==> src/design/mlhd_pkg.sv <==
package mlhd_pkg;

  // Window length and sensor resolution.
  localparam int WINDOW      = 16;
  localparam int SAMPLE_BITS = 10;

  // Field and datapath widths.
  localparam int DIFF_W   = SAMPLE_BITS + 1;
  localparam int THR_W    = 14;
  localparam int TIME_W   = 32;
  localparam int STREAK_W = 16;
  localparam int FILL_W   = $clog2(WINDOW + 1);
  localparam int SUM_W    = DIFF_W + $clog2(WINDOW);
  localparam int PROD_W   = THR_W + FILL_W;
  localparam int AVG_CMP_W  = ((SUM_W > PROD_W) ? SUM_W : PROD_W) + 1;
  localparam int INST_CMP_W = ((DIFF_W > THR_W) ? DIFF_W : THR_W) + 1;

  // Configuration port.
  localparam int ADDR_W = 3;
  localparam int DATA_W = 32;
  localparam logic REG_HIT_THRESHOLD = 1'b0;

  localparam logic [THR_W-1:0]    THR_RESET  = THR_W'(9999);
  localparam logic [STREAK_W-1:0] STREAK_MAX = {STREAK_W{1'b1}};

  typedef struct packed {
    logic [SAMPLE_BITS-1:0] sample;
    logic                   laser_on;
    logic [TIME_W-1:0]      time_ms;
  } mlhd_in_t;

  typedef struct packed {
    logic signed [DIFF_W-1:0] signed_difference;
    logic                     instant_hit;
    logic                     recent_hit;
    logic [STREAK_W-1:0]      hit_streak;
    logic [TIME_W-1:0]        last_hit_time;
    logic                     hit_seen;
  } mlhd_out_t;

endpackage

==> src/design/mlhd_cell.sv <==
module mlhd_cell (
  input  logic                              clk_i,
  input  logic                              shift_i,
  input  logic signed [mlhd_pkg::DIFF_W-1:0] d_i,
  output logic signed [mlhd_pkg::DIFF_W-1:0] q_o
);
  import mlhd_pkg::*;

  logic signed [DIFF_W-1:0] diff_q;

  // One stored difference; it moves on to the next cell on every shift.
  always_ff @(posedge clk_i) begin
    if (shift_i) begin
      diff_q <= d_i;
    end
  end

  assign q_o = diff_q;

endmodule

==> src/design/mlhd_window.sv <==
module mlhd_window (
  input  logic                               clk_i,
  input  logic                               rst_ni,
  input  logic                               shift_i,
  input  logic signed [mlhd_pkg::DIFF_W-1:0] diff_i,
  output logic signed [mlhd_pkg::SUM_W-1:0]  sum_o,
  output logic        [mlhd_pkg::FILL_W-1:0] fill_o
);
  import mlhd_pkg::*;

  logic signed [DIFF_W-1:0] chain [WINDOW];
  logic signed [SUM_W-1:0]  sum_q, sum_d;
  logic [FILL_W-1:0]        fill_q, fill_d;
  logic                     full;

  for (genvar k = 0; k < WINDOW; k++) begin : g_cell
    if (k == 0) begin : g_head
      mlhd_cell u_cell (
        .clk_i  (clk_i),
        .shift_i(shift_i),
        .d_i    (diff_i),
        .q_o    (chain[k])
      );
    end else begin : g_body
      mlhd_cell u_cell (
        .clk_i  (clk_i),
        .shift_i(shift_i),
        .d_i    (chain[k-1]),
        .q_o    (chain[k])
      );
    end
  end

  assign full = (fill_q == FILL_W'(WINDOW));

  // The last cell holds the oldest difference, which leaves the sum once full.
  always_comb begin
    sum_d  = sum_q + SUM_W'(diff_i);
    fill_d = fill_q + FILL_W'(1);
    if (full) begin
      sum_d  = sum_q + SUM_W'(diff_i) - SUM_W'(chain[WINDOW-1]);
      fill_d = fill_q;
    end
  end

  always_ff @(posedge clk_i or negedge rst_ni) begin
    if (!rst_ni) begin
      sum_q  <= '0;
      fill_q <= '0;
    end else if (shift_i) begin
      sum_q  <= sum_d;
      fill_q <= fill_d;
    end
  end

  assign sum_o  = sum_d;
  assign fill_o = fill_d;

endmodule

==> src/design/mlhd_out_buf.sv <==
module mlhd_out_buf (
  input  logic                clk_i,
  input  logic                rst_ni,
  input  logic                push_i,
  input  mlhd_pkg::mlhd_out_t data_i,
  output logic                full_o,
  output logic                valid_o,
  input  logic                stall_i,
  output mlhd_pkg::mlhd_out_t data_o
);
  import mlhd_pkg::*;

  mlhd_out_t main_q, skid_q;
  logic      main_valid_q, skid_valid_q;
  logic      take;

  assign take = main_valid_q & ~stall_i;

  always_ff @(posedge clk_i or negedge rst_ni) begin
    if (!rst_ni) begin
      main_valid_q <= 1'b0;
      skid_valid_q <= 1'b0;
    end else if (skid_valid_q) begin
      if (take) begin
        skid_valid_q <= 1'b0;
      end
    end else if (push_i) begin
      if (main_valid_q && !take) begin
        skid_valid_q <= 1'b1;
      end else begin
        main_valid_q <= 1'b1;
      end
    end else if (take) begin
      main_valid_q <= 1'b0;
    end
  end

  always_ff @(posedge clk_i) begin
    if (skid_valid_q) begin
      if (take) begin
        main_q <= skid_q;
      end
    end else if (push_i) begin
      if (main_valid_q && !take) begin
        skid_q <= data_i;
      end else begin
        main_q <= data_i;
      end
    end
  end

  assign full_o  = skid_valid_q;
  assign valid_o = main_valid_q;
  assign data_o  = main_q;

endmodule

==> src/design/modulated_light_hit_detector_core.sv <==
// Modulated light hit detector. Each input transaction carries one sensor
// sample, the laser level and a millisecond timestamp, and produces exactly
// one result transaction: the sample change (negated while the laser is off),
// an instant hit flag, a recent hit flag from the moving window average, the
// saturating streak of consecutive hits and the time of the latest hit. The
// block takes one transaction per cycle unless stalled; the rate is set by the
// combinational path from the difference through the window sum update to the
// average compare. A two-entry result buffer lets a new transaction enter
// while a finished result still waits downstream; the input stalls only when
// both entries are occupied. The threshold register sits at byte address 0
// of the APB port and resets to 9999, which keeps hits off until calibrated.
module modulated_light_hit_detector_core (
  input  logic                              clk_i,
  input  logic                              rst_ni,
  // Input channel.
  input  logic                              in_valid_i,
  output logic                              in_stall_o,
  input  mlhd_pkg::mlhd_in_t                in_data_i,
  // Result channel.
  output logic                              out_valid_o,
  input  logic                              out_stall_i,
  output mlhd_pkg::mlhd_out_t               out_data_o,
  // Configuration port.
  input  logic                              psel,
  input  logic                              penable,
  input  logic                              pwrite,
  input  logic [mlhd_pkg::ADDR_W-1:0]       paddr,
  input  logic [mlhd_pkg::DATA_W-1:0]       pwdata,
  output logic [mlhd_pkg::DATA_W-1:0]       prdata,
  output logic                              pready
);
  import mlhd_pkg::*;

  logic [THR_W-1:0]       thr_q;
  logic [SAMPLE_BITS-1:0] prev_q;
  logic [STREAK_W-1:0]    streak_q, streak_d;
  logic [TIME_W-1:0]      ts_q, ts_d;
  logic                   seen_q, seen_d;

  logic                     accept;
  logic                     buf_full;
  logic signed [DIFF_W-1:0] raw_diff, diff;
  logic signed [SUM_W-1:0]  win_sum;
  logic [FILL_W-1:0]        win_fill;
  logic [PROD_W-1:0]        thr_prod;
  logic                     instant, recent;
  mlhd_out_t                result;

  // Register access. Only the threshold exists; writes elsewhere are ignored.
  assign pready = 1'b1;

  always_ff @(posedge clk_i or negedge rst_ni) begin
    if (!rst_ni) begin
      thr_q <= THR_RESET;
    end else if (psel && penable && pwrite && (paddr[2] == REG_HIT_THRESHOLD)) begin
      thr_q <= pwdata[THR_W-1:0];
    end
  end

  always_comb begin
    prdata = '0;
    if (paddr[2] == REG_HIT_THRESHOLD) begin
      prdata = DATA_W'(thr_q);
    end
  end

  assign in_stall_o = buf_full;
  assign accept     = in_valid_i & ~buf_full;

  // Sample change against the previous sample, which starts at zero. With
  // one extra bit the difference and its negation always fit.
  assign raw_diff = $signed({1'b0, in_data_i.sample}) - $signed({1'b0, prev_q});
  assign diff     = in_data_i.laser_on ? raw_diff : -raw_diff;

  // The moving window is a chain of cells that shifts once per transaction.
  mlhd_window u_window (
    .clk_i  (clk_i),
    .rst_ni (rst_ni),
    .shift_i(accept),
    .diff_i (diff),
    .sum_o  (win_sum),
    .fill_o (win_fill)
  );

  // Average above threshold, compared exactly as sum > threshold * fill.
  // Sum and fill include the current difference, so the fill is never zero.
  assign thr_prod = PROD_W'(thr_q) * PROD_W'(win_fill);
  assign recent   = $signed(AVG_CMP_W'(win_sum)) > $signed({1'b0, thr_prod});
  assign instant  = $signed(INST_CMP_W'(diff)) > $signed(INST_CMP_W'({1'b0, thr_q}));

  // Hit bookkeeping: a hit records its time and extends the streak, which
  // saturates at its maximum; a miss clears the streak.
  always_comb begin
    streak_d = '0;
    ts_d     = ts_q;
    seen_d   = seen_q;
    if (instant) begin
      ts_d     = in_data_i.time_ms;
      seen_d   = 1'b1;
      streak_d = (streak_q == STREAK_MAX) ? streak_q : streak_q + STREAK_W'(1);
    end
  end

  always_ff @(posedge clk_i or negedge rst_ni) begin
    if (!rst_ni) begin
      prev_q   <= '0;
      streak_q <= '0;
      ts_q     <= '0;
      seen_q   <= 1'b0;
    end else if (accept) begin
      prev_q   <= in_data_i.sample;
      streak_q <= streak_d;
      ts_q     <= ts_d;
      seen_q   <= seen_d;
    end
  end

  always_comb begin
    result.signed_difference = diff;
    result.instant_hit       = instant;
    result.recent_hit        = recent;
    result.hit_streak        = streak_d;
    result.last_hit_time     = ts_d;
    result.hit_seen          = seen_d;
  end

  mlhd_out_buf u_out_buf (
    .clk_i  (clk_i),
    .rst_ni (rst_ni),
    .push_i (accept),
    .data_i (result),
    .full_o (buf_full),
    .valid_o(out_valid_o),
    .stall_i(out_stall_i),
    .data_o (out_data_o)
  );

endmodule
==> config.mk <==
export PLATFORM = sky130hd
export DESIGN_NAME = modulated_light_hit_detector_core
export DESIGN_NICKNAME = d
export VERILOG_FILES = /design/src/design/mlhd_pkg.sv /design/src/design/mlhd_cell.sv /design/src/design/mlhd_window.sv /design/src/design/mlhd_out_buf.sv /design/src/design/modulated_light_hit_detector_core.sv
export SDC_FILE = /design/constraint.sdc
export NUM_CORES = 1
export LEC_CHECK = 0
export BUFFER_PORTS_ARGS = -buffer_cell sky130_fd_sc_hd__buf_4
export CAP_MARGIN = 5
export CORE_MARGIN = 5
export CORE_UTILIZATION = 45
export DETAILED_ROUTE_END_ITERATION = 8
export GPL_TIMING_DRIVEN = 0
export HOLD_SLACK_MARGIN = 0.12
export PLACE_DENSITY = 0.66
export SLEW_MARGIN = 20
export SYNTH_ARGS = -nofsm -noshare
export SYNTH_HDL_FRONTEND = slang
export SYNTH_SLANG_ARGS = --single-unit
==> constraint.sdc <==
create_clock -name clk_i -period 7.33 [get_ports clk_i]
set_input_delay 0.3665 -clock clk_i [delete_from_list [all_inputs] [get_ports clk_i]]
set_output_delay 0.3665 -clock clk_i [all_outputs]
set_load 0.05 [all_outputs]
=== After elaboration in Yosys (flattened, before gate mapping) ===
Cells that the tools add are included.

* Word-level logic and storage cells: 85
* Bits in registers: 395
* Output and inout bits: 97

* Bitwise gates (word level): 5
* Magnitude comparators: 2
* Reduce and logical (&&, ||, !) cells: 10
* Equality and inequality tests: 5
* Muxes and demuxes: 19
* Multipliers: 1
* Add/subtract/negate cells: 6

{| class="wikitable"
|+ Operators by type and width
! cell !! count
|-
| 62-bit 2-to-1 mux || 4
|-
| 16-bit 2-to-1 mux || 2
|-
| 32-bit 2-to-1 mux || 1
|-
| 15-bit by 20-bit > comparator with 1-bit output || 1
|-
| 14-bit by 5-bit multiplier with 19-bit output || 1
|-
| 16-bit by 1-bit adder with 16-bit output, second input constant || 1
|-
| 16-bit == test, second input constant || 1
|-
| 15-bit by 11-bit adder with 15-bit output || 1
|-
| 11-bit by 15-bit > comparator with 1-bit output || 1
|-
| 15-bit 2-to-1 mux || 1
|-
| 15-bit by 11-bit subtractor with 15-bit output || 1
|-
| 14-bit 2-to-1 mux || 1
|-
| 11-bit 2-to-1 mux || 1
|-
| 11-bit negation || 1
|-
| 10-bit by 10-bit subtractor with 11-bit output || 1
|-
| 3-bit AND reduction || 3
|-
| 1-bit 2-to-1 mux || 8
|-
| 5-bit by 1-bit adder with 5-bit output, second input constant || 1
|-
| 5-bit == test, second input constant || 1
|-
| 5-bit 2-to-1 mux || 1
|-
| 1-bit logical AND || 4
|-
| 2-bit inequality test, second input constant || 2
|-
| 2-bit nonzero test || 2
|-
| 1-bit inverter || 3
|-
| other kinds (3) || 4
|}

=== Logic depth before layout (Yosys ltp) ===
* Depth after elaboration: 10
* Gate-level depth with buffers: 35

=== Hierarchy ===
From an unflattened synthesis, not the netlist that was laid out.

* Cells, all modules: 1565
* Area, all modules: 19869.1 um^2

{| class="wikitable"
|+ Modules (own cells, without submodules)
! module !! cells each !! area each (um^2) !! instances !! seq. area each (um^2)
|-
| modulated_light_hit_detector_core || 865 || 7357.1 || 1 || 1836.8
|-
| mlhd_cell || 11 || 330.3 || 16 || 330.3
|-
| mlhd_out_buf || 205 || 4724.5 || 1 || 3773.6
|-
| mlhd_window || 319 || 2502.4 || 1 || 500.5
|}

=== Worst setup path after synthesis ===
OpenSTA, ideal clock, no wires.

* Path type: input to register
* Start: in in_data_i[33] in the netlist's numbering
* End: reg u_out_buf.main_q (netlist bit u_out_buf.data_o[49]) (data pin)
* Path buffers: 0
* Setup slack: 0.130 ns
* Data required time: 7.161 ns
* Data arrival time: 7.030 ns
* Cell stages on the path: 32
* Cells stage by stage: inv_1 > ha_1 > inv_1 > fa_1 > a21o_1 > a21oi_1 > xnor2_1 > nor4bb_1 > and3_1 > nor2_1 > xnor2_1 > ha_1 > a21o_1 > a21oi_1 > nor2_1 > a221o_1 > nor2_1 > xnor2_1 > ha_1 > a2111o_1 > o22ai_1 > xnor2_1 > mux2_2 > ha_1 > o21a_1 > o221ai_1 > or4b_2 > a311oi_1 > o21ai_0 > a2111oi_0 > nand3_1 > o31ai_1

* Longest elaborated chain between the ends: 10

{| class="wikitable"
|+ Ends and longest elaborated chain
! element !! RTL line !! text
|-
| start, declared || modulated_light_hit_detector_core.sv:18 || <nowiki>input mlhd_pkg::mlhd_in_t in_data_i,</nowiki>
|-
| 10-bit by 10-bit subtractor with 11-bit output * || modulated_light_hit_detector_core.sv:72 || <nowiki>assign raw_diff = $signed({1'b0, in_data_i.sample}) - $signed({1'b0, prev_q});</nowiki>
|-
| 11-bit negation || modulated_light_hit_detector_core.sv:73 || <nowiki>assign diff = in_data_i.laser_on ? raw_diff : -raw_diff;</nowiki>
|-
| 11-bit 2-to-1 mux * || modulated_light_hit_detector_core.sv:73 ||
|-
| via diff[8] || modulated_light_hit_detector_core.sv:42 || <nowiki>logic signed [DIFF_W-1:0] raw_diff, diff;</nowiki>
|-
| 15-bit by 11-bit adder with 15-bit output * || mlhd_window.sv:38, mlhd_window.sv:41 ||
|-
| 15-bit by 11-bit subtractor with 15-bit output || mlhd_window.sv:41 || <nowiki>sum_d = sum_q + SUM_W'(diff_i) - SUM_W'(chain[WINDOW-1]);</nowiki>
|-
| 15-bit 2-to-1 mux * || mlhd_window.sv:40 || <nowiki>if (full) begin</nowiki>
|-
| via u_window.sum_o (one bit) || mlhd_window.sv:6 || <nowiki>output logic signed [mlhd_pkg::SUM_W-1:0] sum_o,</nowiki>
|-
| 15-bit by 20-bit > comparator with 1-bit output * || modulated_light_hit_detector_core.sv:88 || <nowiki>assign recent = $signed(AVG_CMP_W'(win_sum)) > $signed({1'b0, thr_prod});</nowiki>
|-
| 62-bit 2-to-1 mux * || mlhd_out_buf.sv:44 || <nowiki>if (main_valid_q && !take) begin</nowiki>
|-
| 62-bit 2-to-1 mux * || mlhd_out_buf.sv:43 || <nowiki>end else if (push_i) begin</nowiki>
|-
| 62-bit 2-to-1 mux * || mlhd_out_buf.sv:39 || <nowiki>if (skid_valid_q) begin</nowiki>
|-
| end signal, assigned || mlhd_out_buf.sv:41 || <nowiki>main_q <= skid_q;</nowiki>
|-
| end signal, assigned || mlhd_out_buf.sv:47 || <nowiki>main_q <= data_i;</nowiki>
|-
| end, declared || mlhd_out_buf.sv:13 || <nowiki>mlhd_out_t main_q, skid_q;</nowiki>
|}

Mark *: on every way through the listed nets, which the timed path passes. The rest lies on a longest branch. The select of a mux whose other input is x is not followed.
A chain may end at the register's enable or synchronous reset.

=== Final worst setup path ===
* Start: reg prev_q[0]
* End: reg u_out_buf.main_q (netlist bit u_out_buf.data_o[49]) (data pin)

* Longest elaborated chain between the ends: 10

{| class="wikitable"
|+ Ends and longest elaborated chain
! element !! RTL line !! text
|-
| start, declared || modulated_light_hit_detector_core.sv:35 || <nowiki>logic [SAMPLE_BITS-1:0] prev_q;</nowiki>
|-
| start signal, assigned || modulated_light_hit_detector_core.sv:111 || <nowiki>prev_q <= in_data_i.sample;</nowiki>
|-
| 10-bit by 10-bit subtractor with 11-bit output * || modulated_light_hit_detector_core.sv:72 ||
|-
| 11-bit negation || modulated_light_hit_detector_core.sv:73 ||
|-
| 11-bit 2-to-1 mux * || modulated_light_hit_detector_core.sv:73 ||
|-
| via diff[2] || modulated_light_hit_detector_core.sv:42 ||
|-
| 15-bit by 11-bit adder with 15-bit output * || mlhd_window.sv:38, mlhd_window.sv:41 ||
|-
| 15-bit by 11-bit subtractor with 15-bit output || mlhd_window.sv:41 ||
|-
| 15-bit 2-to-1 mux * || mlhd_window.sv:40 ||
|-
| via u_window.sum_o (one bit) || mlhd_window.sv:6 ||
|-
| 15-bit by 20-bit > comparator with 1-bit output * || modulated_light_hit_detector_core.sv:88 ||
|-
| 62-bit 2-to-1 mux * || mlhd_out_buf.sv:44 ||
|-
| 62-bit 2-to-1 mux * || mlhd_out_buf.sv:43 ||
|-
| 62-bit 2-to-1 mux * || mlhd_out_buf.sv:39 ||
|}

Marks and branches as above.

==> impl_metrics.yaml <==
final_layout:
  nNetsFinal: 2171
  layout_common_cells: "edfxtp_1 (300), nand2_1 (225), buf_4 (203)"
  area.growth.synth_to_final_pct: 25.1
  fillers: 3471
  drive_above_1_share: 0.220
  layout_commonest_cell: "edfxtp_1"
  stdcell_count: 2567
drt:
  via_count: 13600
  routedWlPerCell_um: 18.2
  drcViolationCount: 0
  drt_iter0_drc: 864
  drt-total-wl_um: 46600
  first_pass_iters: 6
  avgViaCountPerCell: 5.29
  detail-route-antenna-nets: 0
timing:
  timing.fmax_ghz: 0.138
  skew_ns: 0.0247
  post-route-period-util: 0.988
  fin_crit_ns: 7.24
  timing.hold.ws_ns: 0.182
  fin_ws_ns: 0.0905
  setup_violations: 0
  tightestPinTransition_ns: 0.968
  hold_viol_final: 0
  drv_slew: 0
  slew_headroom: 0.355
  rsz0062_at_grt: "yes"
critical_path:
  r2r_slack_ns: 0.09
  path_max_fanout: 5
  endpoint: "u_out_buf.data_o[49]"
  crit_top_cell: "ha_2"
  cp_slowest_stage_delay_ns: 0.51
  worst_r2r_path_depth: 31
  crit_path_start_kind: "flip-flop"
  critical_path_class: "flip-flop to flip-flop"
  crit_arrival_ns: 7.63
  r2r-start: "prev_q[0]"
  required_ns: 7.72
  slowest_stage: "or4b_4"
  reg2reg_to: "u_out_buf.data_o[49]"
  crit_path_end_kind: "flip-flop"
  crit_path_start: "prev_q[0]"
global_routing:
  grtUsageTotal: 0.190
  grt_pass1_wl_um: 72600
  grt_pass1_vias: 13600
  grt_overflow: 0
  antenna_found_initial: 0
  grt_max_degree: 96
worst_hold_path:
  min_path_type: "input port to flip-flop"
clocking:
  cts_buffers: 42
  path_clk_slew_ns: 0.06
  h-tree-depth: 2
  root_buffer: "clkbuf_16"
  cts_tree: "yes"
  clk_latency_ns: 0.58
  clock_path_buffers: 3
  cts.sinks: 395
logic_synthesis:
  avgSynthCellArea_um2: 12.1
  yosysSeqAreaShare: 0.576
  mappedNetlistArea_um2: 19800
  ys.warnings.count: 0
  synth_cells: 1639
  yosys.cell_types.count: 78
  synth-seq-cells: 395
  ys.flop_type: "edfxtp_1"
  async_reset_ff_frac: 0.241
  synth_edf_count: 300
floorplan:
  die_w_um: 220
  ioPinCount: 182
  die_h_um: 220
  die-area_um2: 48300
  rows: 76
  fp.coreArea_um2: 43300
  start_util: 0.457
place:
  pre_cts_slack_ns: -1.61
  portBuffers: 142
  dp_hpwl_um: 31600
  dp_cells: 2393
  place_congestion: 0.838
outcome:
  status: "complete, no violations"
flow_run:
  maxCapViolations: 0
-- kinds of logic after synthesis --
kind of cell | share of synthesized area
other cells | 0.000380
buf+inv | 0.0410
flops | 0.576
simple gates | 0.114
compound gates | 0.0960
xor+xnor | 0.0281
fa+ha+maj | 0.103
mux | 0.0414
-- layout make-up --
cell class                 instances  area [um^2]  share of cell area
antenna                            2         5.00            0.000202
buffer                            77          454              0.0184
clock buffer                      46         1070              0.0431
clock inverter                    31          319              0.0129
inverter                         100          375              0.0152
multi-input combinational       1084         8250               0.333
sequential                       395        11400               0.460
tap                              585          732              0.0296
timing repair buffer             247         2150              0.0870
-- how the worst min path moves through the flow --
stage                                              from                                        to  slack [ns]  cells past startpoint
6_report                                  in_data_i[33]                                 prev_q[0]        0.18                      3
5_1_grt                                   in_data_i[33]                                 prev_q[0]        0.19                      3
4_1_cts                                   in_data_i[33]                                 prev_q[0]        0.13                      3
3_5_place_dp   u_window.g_cell[10].g_body.u_cell.q_o[2]  u_window.g_cell[11].g_body.u_cell.q_o[2]        0.40                      0
3_3_place_gp    u_window.g_cell[2].g_body.u_cell.q_o[1]   u_window.g_cell[3].g_body.u_cell.q_o[1]        0.40                      0
2_1_floorplan                                    rst_ni                                 prev_q[0]        0.07                      0
-- state kept, by name (all words and copies together) (netlist names), 5 cells and up --
signal,count
prev_q,10
streak_q,16
thr_q,14
ts_q,32
u_out_buf.data_o,62
u_out_buf.skid_q,62
u_window.fill_q,5
u_window.g_cell.g_body.u_cell.q_o,165
u_window.g_cell.g_head.u_cell.q_o,11
u_window.sum_q,15
-- worst max-delay path, delay by kind of cell (launching register included) --
| kind | cells | cell delay, ns |
|---|---|---|
| simple gates | 10 | 1.91 |
| compound gates | 9 | 1.90 |
| fa+ha+maj | 6 | 1.61 |
| xor+xnor | 3 | 0.74 |
| flops | 1 | 0.40 |
| mux | 1 | 0.29 |
| buf+inv | 2 | 0.17 |
-- synthesized netlist by cell type (15+ instances only) --
| cell type | n | area share |
|---|---|---|
| nand2_1 | 226 | 0.043 |
| nor2b_1 | 46 | 0.015 |
| clkbuf_1 | 32 | 0.0061 |
| inv_1 | 97 | 0.018 |
| a21o_1 | 23 | 0.0087 |
| mux2_1 | 30 | 0.017 |
| a21oi_1 | 117 | 0.030 |
| dfrtp_1 | 87 | 0.11 |
| nand2b_1 | 15 | 0.0047 |
| buf_4 | 24 | 0.0091 |
| xnor2_1 | 41 | 0.018 |
| fa_1 | 39 | 0.039 |
| o21ai_0 | 54 | 0.014 |
| ha_1 | 100 | 0.063 |
| xor2_1 | 20 | 0.0089 |
| edfxtp_1 | 300 | 0.46 |
| nand3_1 | 18 | 0.0046 |
| mux2_2 | 40 | 0.023 |
| and2_1 | 22 | 0.0070 |
| o21a_1 | 19 | 0.0072 |
| o31ai_1 | 21 | 0.0080 |
| nor2_1 | 98 | 0.019 |
-- metrics by stage --
stage | instance area, um^2 | util | TNS (ns)
2_1_floorplan | 19800 | - | 0
3_3_place_gp | 21600 | 0.500 | -269.51
3_5_place_dp | 21900 | 0.506 | -3.09
4_1_cts | 24500 | 0.566 | 0
5_1_grt | 24700 | 0.572 | -0.321
6_report | 24700 | 0.572 | 0
-- layer usage --
metal,wire length (um),vias to the layer above,GRT usage
li1,-,6432,-
met4,1280,0,0.0566
met3,2990,85,0.0407
met2,21800,425,0.303
met5,0,-,0
met1,20500,6631,0.264
-- what timing repair did --
action,in CTS,in global routing
pin swaps,38,39
hold buffers,58,0
setup endpoints to repair,2,2
resized for setup,68,46
hold endpoints to repair,176,0
buffers inserted,28,10
Power is not shown: default switching activity piles up to over one toggle a cycle in this logic, so the estimate is an artifact.
